### config.mk
export PLATFORM = sky130hd
export DESIGN_NAME = arp_cache_table_unit
export DESIGN_NICKNAME = d
export VERILOG_FILES = /design/src/hw/rtl/arp_pkg.sv /design/src/hw/rtl/arp_cell.sv /design/src/hw/rtl/arp_cache_table_unit.sv
export SDC_FILE = /design/constraint.sdc
export NUM_CORES = 1
export LEC_CHECK = 0
export ABC_AREA = 1
export BUFFER_PORTS_ARGS = -buffer_cell sky130_fd_sc_hd__buf_2
export CORE_AREA = 4 4 473 358
export CTS_CLUSTER_SIZE = 12
export DETAILED_ROUTE_END_ITERATION = 10
export DIE_AREA = 0 0 477 362
export SLEW_MARGIN = 20
export SYNTH_ARGS = -nofsm -noshare
export SYNTH_HDL_FRONTEND = slang
export SYNTH_SLANG_ARGS = --single-unit
### constraint.sdc
create_clock -name clk_i -period 89.9 [get_ports clk_i]
set_input_delay 26.97 -clock clk_i [delete_from_list [all_inputs] [get_ports clk_i]]
set_output_delay 26.97 -clock clk_i [all_outputs]
set_load 0.005 [all_outputs]
### src/hw/rtl/arp_pkg.sv
// ----------------------------------------------------------------------------
// arp_pkg
// Types, codes and sizes shared by the address cache table modules.
// ----------------------------------------------------------------------------
package arp_pkg;

  localparam int unsigned TableEntriesDefault = 16;
  localparam logic [15:0] AgeLimitReset = 16'd300;

  typedef enum logic [2:0] {
    KIND_INSERT = 3'd0,
    KIND_REMOVE = 3'd1,
    KIND_LOOKUP = 3'd2,
    KIND_AGE    = 3'd3,
    KIND_CLEAR  = 3'd4
  } kind_e;

  typedef enum logic [1:0] {
    ST_OK       = 2'd0,
    ST_NOSPACE  = 2'd1,
    ST_NOTFOUND = 2'd2
  } status_e;

  typedef enum logic [1:0] {
    FSM_IDLE = 2'd0,
    FSM_SCAN = 2'd1,
    FSM_OUT  = 2'd2
  } fsm_e;

  localparam int unsigned RegAgeLimit = 0;

  // one entry of the table
  typedef struct packed {
    logic        valid;
    logic [31:0] ip;
    logic [47:0] mac;
    logic [15:0] hw_type;
    logic [7:0]  flags;
    logic        stat;
    logic [15:0] stamp;
  } entry_t;

  // request word held by the table unit while the ring is scanned
  typedef struct packed {
    logic [2:0]  kind;
    logic [31:0] ip;
    logic [47:0] mac;
    logic [15:0] hw_type;
    logic [7:0]  flags;
    logic        stat;
    logic [15:0] now;
  } req_t;

  // command from the sequencer to every cell in the same cycle
  typedef struct packed {
    logic shift;  // rotate entries one place
    logic clear;  // invalidate all
  } ctrl_t;

endpackage

### src/hw/rtl/arp_cell.sv
// ----------------------------------------------------------------------------
// arp_cell
// One table slot in a rotating ring: holds an entry and passes it on.
// ----------------------------------------------------------------------------
module arp_cell (
  input  logic                 clk_i,
  input  logic                 rst_ni,
  input  arp_pkg::ctrl_t       ctrl_i,
  input  arp_pkg::entry_t      prev_i,
  input  logic                 wr_i,
  input  arp_pkg::entry_t      wr_entry_i,
  output arp_pkg::entry_t      entry_o
);
  import arp_pkg::*;

  entry_t ent_q, ent_d;
  logic   valid_q;

  always_comb begin
    ent_d = ent_q;
    ent_d.valid = valid_q;
    if (ctrl_i.shift) begin
      ent_d = wr_i ? wr_entry_i : prev_i;
    end
    if (ctrl_i.clear) begin
      ent_d.valid = 1'b0;
    end
  end

  always_ff @(posedge clk_i or negedge rst_ni) begin
    if (!rst_ni) begin
      valid_q <= 1'b0;
    end else begin
      valid_q <= ent_d.valid;
    end
  end

  always_ff @(posedge clk_i) begin
    ent_q <= ent_d;
  end

  always_comb begin
    entry_o = ent_q;
    entry_o.valid = valid_q;
  end
endmodule

### src/hw/rtl/arp_cache_table_unit.sv
// ----------------------------------------------------------------------------
// arp_cache_table_unit
// Address cache table built as a ring of slot cells turned twice per request.
// ----------------------------------------------------------------------------
// Channel  Dir  Signals                       Contents
// s_axis   in   s_axis_tvalid/tready/tdata     request (kind in tuser)
// m_axis   out  m_axis_tvalid/tready/tdata     result
// apb      in   psel/penable/pwrite/paddr      age_limit at address 0
//
// The ring turns twice per request: the first turn finds the lowest match
// and the lowest free slot, the second applies the write. The result is
// registered after the second turn; a new request is taken only when the
// unit is idle and no result waits. Reset empties the table at once. A
// result held by m_axis_tready stalls the next request; the result register
// holds its contents.
module arp_cache_table_unit #(
  parameter int unsigned TABLE_ENTRIES = arp_pkg::TableEntriesDefault
) (
  input  logic         clk_i,
  input  logic         rst_ni,
  input  logic         s_axis_tvalid,
  output logic         s_axis_tready,
  // tdata bits: ip_addr[31:0], mac[79:32], hw_type[95:80],
  // entry_flags[103:96], static_mark[104], now_seconds[120:105], zero to 127
  input  logic [127:0] s_axis_tdata,
  // tuser bits: kind[2:0]
  input  logic [2:0]   s_axis_tuser,
  output logic         m_axis_tvalid,
  input  logic         m_axis_tready,
  // tdata bits: status[1:0], hit[2], found_mac[50:3], found_hw_type[66:51],
  // found_flags[74:67], zero to 79
  output logic [79:0]  m_axis_tdata,
  input  logic         psel,
  input  logic         penable,
  input  logic         pwrite,
  input  logic [1:0]   paddr,
  input  logic [31:0]  pwdata,
  output logic [31:0]  prdata,
  output logic         pready
);
  import arp_pkg::*;

  localparam int unsigned CntW = (TABLE_ENTRIES > 1) ? $clog2(TABLE_ENTRIES + 1) : 1;

  fsm_e   state_q, state_d;
  req_t   req_q;
  ctrl_t  ctrl;
  logic [CntW-1:0] cnt_q, cnt_d;
  logic [15:0] age_limit_q;

  // scan results
  logic        match_q, free_q, done_q;
  logic        match_d, free_d, done_d;
  logic [CntW-1:0] match_pos_q, free_pos_q, match_pos_d, free_pos_d;
  logic [47:0] fmac_q, fmac_d;
  logic [15:0] fhw_q, fhw_d;
  logic [7:0]  fflg_q, fflg_d;

  entry_t ent [TABLE_ENTRIES];
  entry_t head, wr_entry;
  logic   wr_head;
  logic [15:0] age;
  logic   hmatch;

  logic        out_valid_q;
  logic [79:0] out_data_q;

  // APB
  assign pready = 1'b1;
  assign prdata = (paddr == 2'(RegAgeLimit)) ? {16'd0, age_limit_q} : 32'd0;

  always_ff @(posedge clk_i or negedge rst_ni) begin
    if (!rst_ni) begin
      age_limit_q <= AgeLimitReset;
    end else if (psel && penable && pwrite && paddr == 2'(RegAgeLimit)) begin
      age_limit_q <= pwdata[15:0];
    end
  end

  // ring: cell i takes from cell i+1, head is cell 0 and wraps to the last
  for (genvar g = 0; g < TABLE_ENTRIES; g++) begin : g_cell
    entry_t prev;
    logic   wr;
    if (g == TABLE_ENTRIES - 1) begin : g_last
      assign prev = head;
      assign wr   = wr_head;
    end else begin : g_mid
      assign prev = ent[g+1];
      assign wr   = 1'b0;
    end
    arp_cell u_cell (
      .clk_i, .rst_ni, .ctrl_i(ctrl), .prev_i(prev), .wr_i(wr),
      .wr_entry_i(wr_entry), .entry_o(ent[g])
    );
  end
  assign head = ent[0];

  assign hmatch = head.valid && head.ip == req_q.ip;
  assign age    = req_q.now - head.stamp;

  assign s_axis_tready = (state_q == FSM_IDLE) && !out_valid_q;

  // cnt is the slot index at the head. Pass 0 finds the lowest match and the
  // lowest free slot; pass 1 applies the write, so an insert never claims a
  // free slot ahead of a later match.
  logic pass_q, pass_d;

  always_comb begin
    state_d = state_q;
    cnt_d = cnt_q;
    pass_d = pass_q;
    ctrl = '0;
    match_d = match_q; free_d = free_q; done_d = done_q;
    match_pos_d = match_pos_q; free_pos_d = free_pos_q;
    fmac_d = fmac_q; fhw_d = fhw_q; fflg_d = fflg_q;
    wr_head = 1'b0;
    wr_entry = head;
    unique case (state_q)
      FSM_IDLE: begin
        if (s_axis_tvalid && s_axis_tready) begin
          state_d = FSM_SCAN;
          cnt_d = '0; pass_d = 1'b0;
          match_d = 1'b0; free_d = 1'b0; done_d = 1'b0;
          match_pos_d = '0; free_pos_d = '0;
          fmac_d = '0; fhw_d = '0; fflg_d = '0;
        end
      end
      FSM_SCAN: begin
        ctrl.shift = 1'b1;
        if (!pass_q) begin
          if (hmatch && !match_q) begin
            match_d = 1'b1; match_pos_d = cnt_q;
            fmac_d = head.mac; fhw_d = head.hw_type; fflg_d = head.flags;
          end
          if (!head.valid && !free_q) begin
            free_d = 1'b1; free_pos_d = cnt_q;
          end
        end else begin
          unique case (req_q.kind)
            KIND_INSERT: begin
              if ((match_q && cnt_q == match_pos_q) ||
                  (!match_q && free_q && cnt_q == free_pos_q)) begin
                wr_head = 1'b1;
                wr_entry = '{valid: 1'b1, ip: req_q.ip, mac: req_q.mac,
                             hw_type: req_q.hw_type, flags: req_q.flags,
                             stat: req_q.stat, stamp: req_q.now};
              end
            end
            KIND_REMOVE: begin
              if (match_q && cnt_q == match_pos_q && head.mac == req_q.mac) begin
                wr_head = 1'b1; wr_entry.valid = 1'b0;
              end
            end
            KIND_AGE: begin
              if (!done_q && head.valid && !head.stat && age >= age_limit_q) begin
                wr_head = 1'b1; wr_entry.valid = 1'b0; done_d = 1'b1;
              end
            end
            KIND_CLEAR: begin
              wr_head = 1'b1; wr_entry.valid = 1'b0;
            end
            default: ;
          endcase
        end
        if (cnt_q == CntW'(TABLE_ENTRIES - 1)) begin
          cnt_d = '0;
          pass_d = 1'b1;
          if (pass_q) state_d = FSM_OUT;
        end else begin
          cnt_d = cnt_q + 1'b1;
        end
      end
      FSM_OUT: state_d = FSM_IDLE;
      default: state_d = FSM_IDLE;
    endcase
  end

  always_ff @(posedge clk_i or negedge rst_ni) begin
    if (!rst_ni) begin
      state_q <= FSM_IDLE;
      cnt_q <= '0;
      pass_q <= 1'b0;
      out_valid_q <= 1'b0;
    end else begin
      state_q <= state_d;
      cnt_q <= cnt_d;
      pass_q <= pass_d;
      if (state_q == FSM_OUT) begin
        out_valid_q <= 1'b1;
      end else if (m_axis_tready) begin
        out_valid_q <= 1'b0;
      end
    end
  end

  always_ff @(posedge clk_i) begin
    match_q <= match_d; free_q <= free_d; done_q <= done_d;
    match_pos_q <= match_pos_d; free_pos_q <= free_pos_d;
    fmac_q <= fmac_d; fhw_q <= fhw_d; fflg_q <= fflg_d;
    if (s_axis_tvalid && s_axis_tready) begin
      req_q <= '{kind: s_axis_tuser, ip: s_axis_tdata[31:0],
                 mac: s_axis_tdata[79:32], hw_type: s_axis_tdata[95:80],
                 flags: s_axis_tdata[103:96], stat: s_axis_tdata[104],
                 now: s_axis_tdata[120:105]};
    end
  end

  // result register
  logic [1:0] st;
  logic       hit;
  always_comb begin
    st = ST_OK;
    hit = 1'b0;
    unique case (req_q.kind)
      KIND_INSERT: if (!match_q && !free_q) st = ST_NOSPACE;
      KIND_REMOVE: if (!match_q) st = ST_NOTFOUND;
      KIND_LOOKUP: if (!match_q) st = ST_NOTFOUND; else hit = 1'b1;
      default: ;
    endcase
  end

  always_ff @(posedge clk_i) begin
    if (state_q == FSM_OUT) begin
      out_data_q <= {5'd0, hit ? fflg_q : 8'd0, hit ? fhw_q : 16'd0,
                     hit ? fmac_q : 48'd0, hit, st};
    end
  end

  assign m_axis_tvalid = out_valid_q;
  assign m_axis_tdata  = out_data_q;
endmodule

==> flow_metrics.py <==
metrics = {
    "min_path": {
        "min_path_cells": 0,
        "hold_path.class": "flip-flop to flip-flop",
    },
    "global_route": {
        "grt_pass1_wl_um": 168000,
        "track_usage": 0.127,
        "grt_pass1_vias": 28800,
        "grt_overflow": 0,
        "grt_max_degree": 227,
        "antenna_found_initial": 10,
    },
    "routing": {
        "totalWireLength_um": 111000,
        "drc": 0,
        "first_iter_violations": 2752,
        "wire_per_inst_um": 17.8,
        "vias": 29500,
        "ant_nets": 0,
        "firstDrtPassIters": 7,
        "vias_per_cell": 4.72,
    },
    "logic_synthesis": {
        "netlist_area_um2": 73700,
        "synth-seq-cells": 2261,
        "ys_types": 39,
        "postSynthAreaPerCell_um2": 20.6,
        "ys_seq_area_frac": 0.919,
        "ys_warn_count": 0,
        "synth_ff_type": "edfxtp_1",
        "postSynth.asyncResetShare": 0.0181,
        "synth_edf_count": 2220,
        "synth_cells": 3569,
    },
    "power": {
        "p_comb_frac": 0.115,
        "internal-power_mw": 2.36,
        "p_leak_nw": 30.0,
        "p_sw_uw": 781,
        "p_per_area_nw_per_um2": 37.5,
        "clockPowerShare": 0.255,
        "switching_share": 0.249,
        "pwr-share-seq": 0.631,
        "power_mw": 3.14,
        "vdd.ir_drop.worst_uv": 32.8,
    },
    "placed_design": {
        "post-place-cells": 5947,
        "dp_slack_ps": 35230,
        "io_buffers": 241,
        "hpwl_um": 63200,
        "placed_cell_area_um2": 77600,
        "place.gp.congestion": 0.766,
    },
    "worst_setup_path": {
        "cp_max_fo": 16,
        "start_kind": "input pin",
        "r2r_cells": 5,
        "endpoint_kind": "output pin",
        "setup.worst_path.class": "input pin to output pin",
        "cp.arrival_ps": 27700,
        "critical_path_required_ps": 62930,
    },
    "final_layout": {
        "regArea_um2": 67700,
        "nets": 4210,
        "syn_to_final_growth_pct": 13.6,
        "finalInstanceArea_um2": 83700,
        "fillers": 12900,
        "final_cell_count_no_fill": 6249,
        "multiInputGateArea_um2": 4610,
        "drive_gt1_frac": 0.132,
    },
    "clock_tree": {
        "cts_sinks": 2261,
        "cts_root_buffer": "clkbuf_16",
        "tritoncts": "done",
        "cts_buffers": 215,
        "postCtsHoldBufs": 0,
        "postCtsSetupBuffers": 0,
        "worstSkewPairLatency_ps": 820,
        "htree_num_levels": 4,
        "clkTransAtPathRegs_ps": 60,
        "postCtsResizedCells": 0,
        "ctsLongestPathBuffers": 3,
    },
    "sta": {
        "worst_slew_pin_slew_ps": 1250,
        "finalClockSkew_ps": 74.1,
        "layout_setup_ws_ps": 35230,
        "rsz0062_at_grt": "no",
        "min_period_ps": 54670,
        "finalHoldViolations": 0,
        "post-route-period-util": 0.608,
        "tns_ps": 0,
        "relSlewSlack": 0.170,
        "slew_violations": 0,
        "finalSetupViolCount": 0,
        "timing.fmax_mhz": 18.3,
    },
    "die": {
        "core_um2": 164000,
        "row_count": 129,
        "pin_count": 287,
        "die_area_um2": 173000,
        "chipHeight_um": 362,
        "initial_core_util": 0.448,
        "die_x_um": 477,
    },
    "flow_run": {
        "cap_violations": 0,
    },
    "status": {
        "outcome": "complete, no violations",
    },
}
==> stage by stage <==
stage          hold slack (ps)   util
6_report                   352  0.509
5_1_grt                    362  0.509
4_1_cts                    347  0.508
3_5_place_dp               405  0.472
3_3_place_gp               400  0.471
2_1_floorplan              400      -
==> cells by family after synthesis <==
family / count (synthesis) / synth area share
compound gates: 202 / 0.0148
xor+xnor: 43 / 0.00511
fa+ha+maj: 33 / 0.00571
buf+inv: 350 / 0.0201
flops: 2261 / 0.919
other cells: 2 / 0.000102
simple gates: 678 / 0.0356
==> metal layers <==
| layer | up-vias | GRT usage | wire length (um) |
|---|---|---|---|
| li1 | 13900 | - | - |
| met1 | 14800 | 0.194 | 54400 |
| met2 | 580 | 0.179 | 48000 |
| met3 | 213 | 0.0301 | 5390 |
| met4 | 0 | 0.0459 | 3230 |
| met5 | - | 0 | 0 |
==> worst paths after layout <==
path	from	end	slack, ps
worst max-delay path	paddr[1]	prdata[10]	35230
worst min-delay path	g_cell[12].u_cell.entry_o[88]	g_cell[11].u_cell.entry_o[88]	350
worst max register to register	state_q[0]	g_cell[0].u_cell.entry_o[69]	85370
worst min register to register	g_cell[12].u_cell.entry_o[88]	g_cell[11].u_cell.entry_o[88]	350
max in group asynchronous	rst_ni	m_axis_tvalid	62950
min in group asynchronous	rst_ni	age_limit_q[13]	26300
==> area by class of cell <==
cell class | instances | area share
clock buffer | 251 | 0.0663
antenna | 5 | 0.000150
clock inverter | 44 | 0.00619
sequential | 2261 | 0.809
inverter | 279 | 0.0127
timing repair buffer | 270 | 0.0182
multi-input combinational | 978 | 0.0551
tap | 2161 | 0.0323
==> cells in the mapped netlist (2+ instances only) <==
cell       count  area share
xor2_1        21      0.0025
nor4_1         4     0.00034
o21ai_1       20      0.0014
xnor2_1       22      0.0026
o2111ai_1      3     0.00036
a21boi_0       3     0.00031
o22ai_1        6     0.00051
buf_2         10     0.00068
inv_2          2     0.00010
nor2_1       249       0.013
nand4_1        5     0.00042
o21ai_2       10      0.0012
buf_6          7      0.0011
conb_1         2     0.00010
clkbuf_1      31      0.0016
dfstp_2        4      0.0014
dfrtp_1       37       0.013
a21oi_1       45      0.0031
o21ai_0      110      0.0075
nand2_1      393       0.020
edfxtp_1    2220        0.90
nand3_1       15      0.0010
inv_1        275       0.014
nor3_1         8     0.00054
ha_1          32      0.0054
buf_4         22      0.0022
==> flip-flops by register name, summed over array words and instances, names as in the netlist <==
signal,cells
done_q,1
pass_q,1
fhw_q,16
m_axis_tdata,75
match_pos_q,5
fmac_q,48
fflg_q,8
req_q,124
free_q,1
g_cell.u_cell.entry_o,1936
state_q,2
g_cell.u_cell.valid_q,16
m_axis_tvalid,1
match_q,1
age_limit_q,16
cnt_q,5
free_pos_q,5
==> placed cells by master, fill, tap and decap left out, types with 4 or more instances in the layout <==
cell type   instances
inv_1             274
xor2_1             21
nand2_1           393
nor4_1              4
clkbuf_16         216
conb_1             22
clkinvlp_4          4
clkinv_1           19
o21ai_2            10
clkinv_16           7
xnor2_1            22
nand3_1            15
buf_12              6
nand4_1             5
diode_2             5
nor2_1            246
buf_4              21
edfxtp_1         2220
o22ai_1             6
o21ai_0           110
ha_1               32
a21oi_1            45
clkbuf_1           34
o21ai_1            20
dfrtp_1            37
dfstp_2             4
buf_2             241
inv_16              4
nor3_1              8
clkinv_2            5
==> critical path: stages <==
cell and delay, ps:
buf_2 90, nor2_1 130, inv_1 220, nor2_1 160, buf_2 130
==> power groups by stage <==
| stage | sequential [mW] | combinational (mW) | clock, mW |
|---|---|---|---|
| finish | 1.98 | 0.360 | 0.799 |
| global route | 2.03 | 0.407 | 0.878 |
| CTS | 1.99 | 0.368 | 0.831 |
| detailed placement | 2.00 | 0.367 | 0 |
| global placement | 1.98 | 0.356 | 0 |
| floorplan | 3.05 | 0.245 | 0 |
No activity file was read; power rests on OpenSTA's default activity.
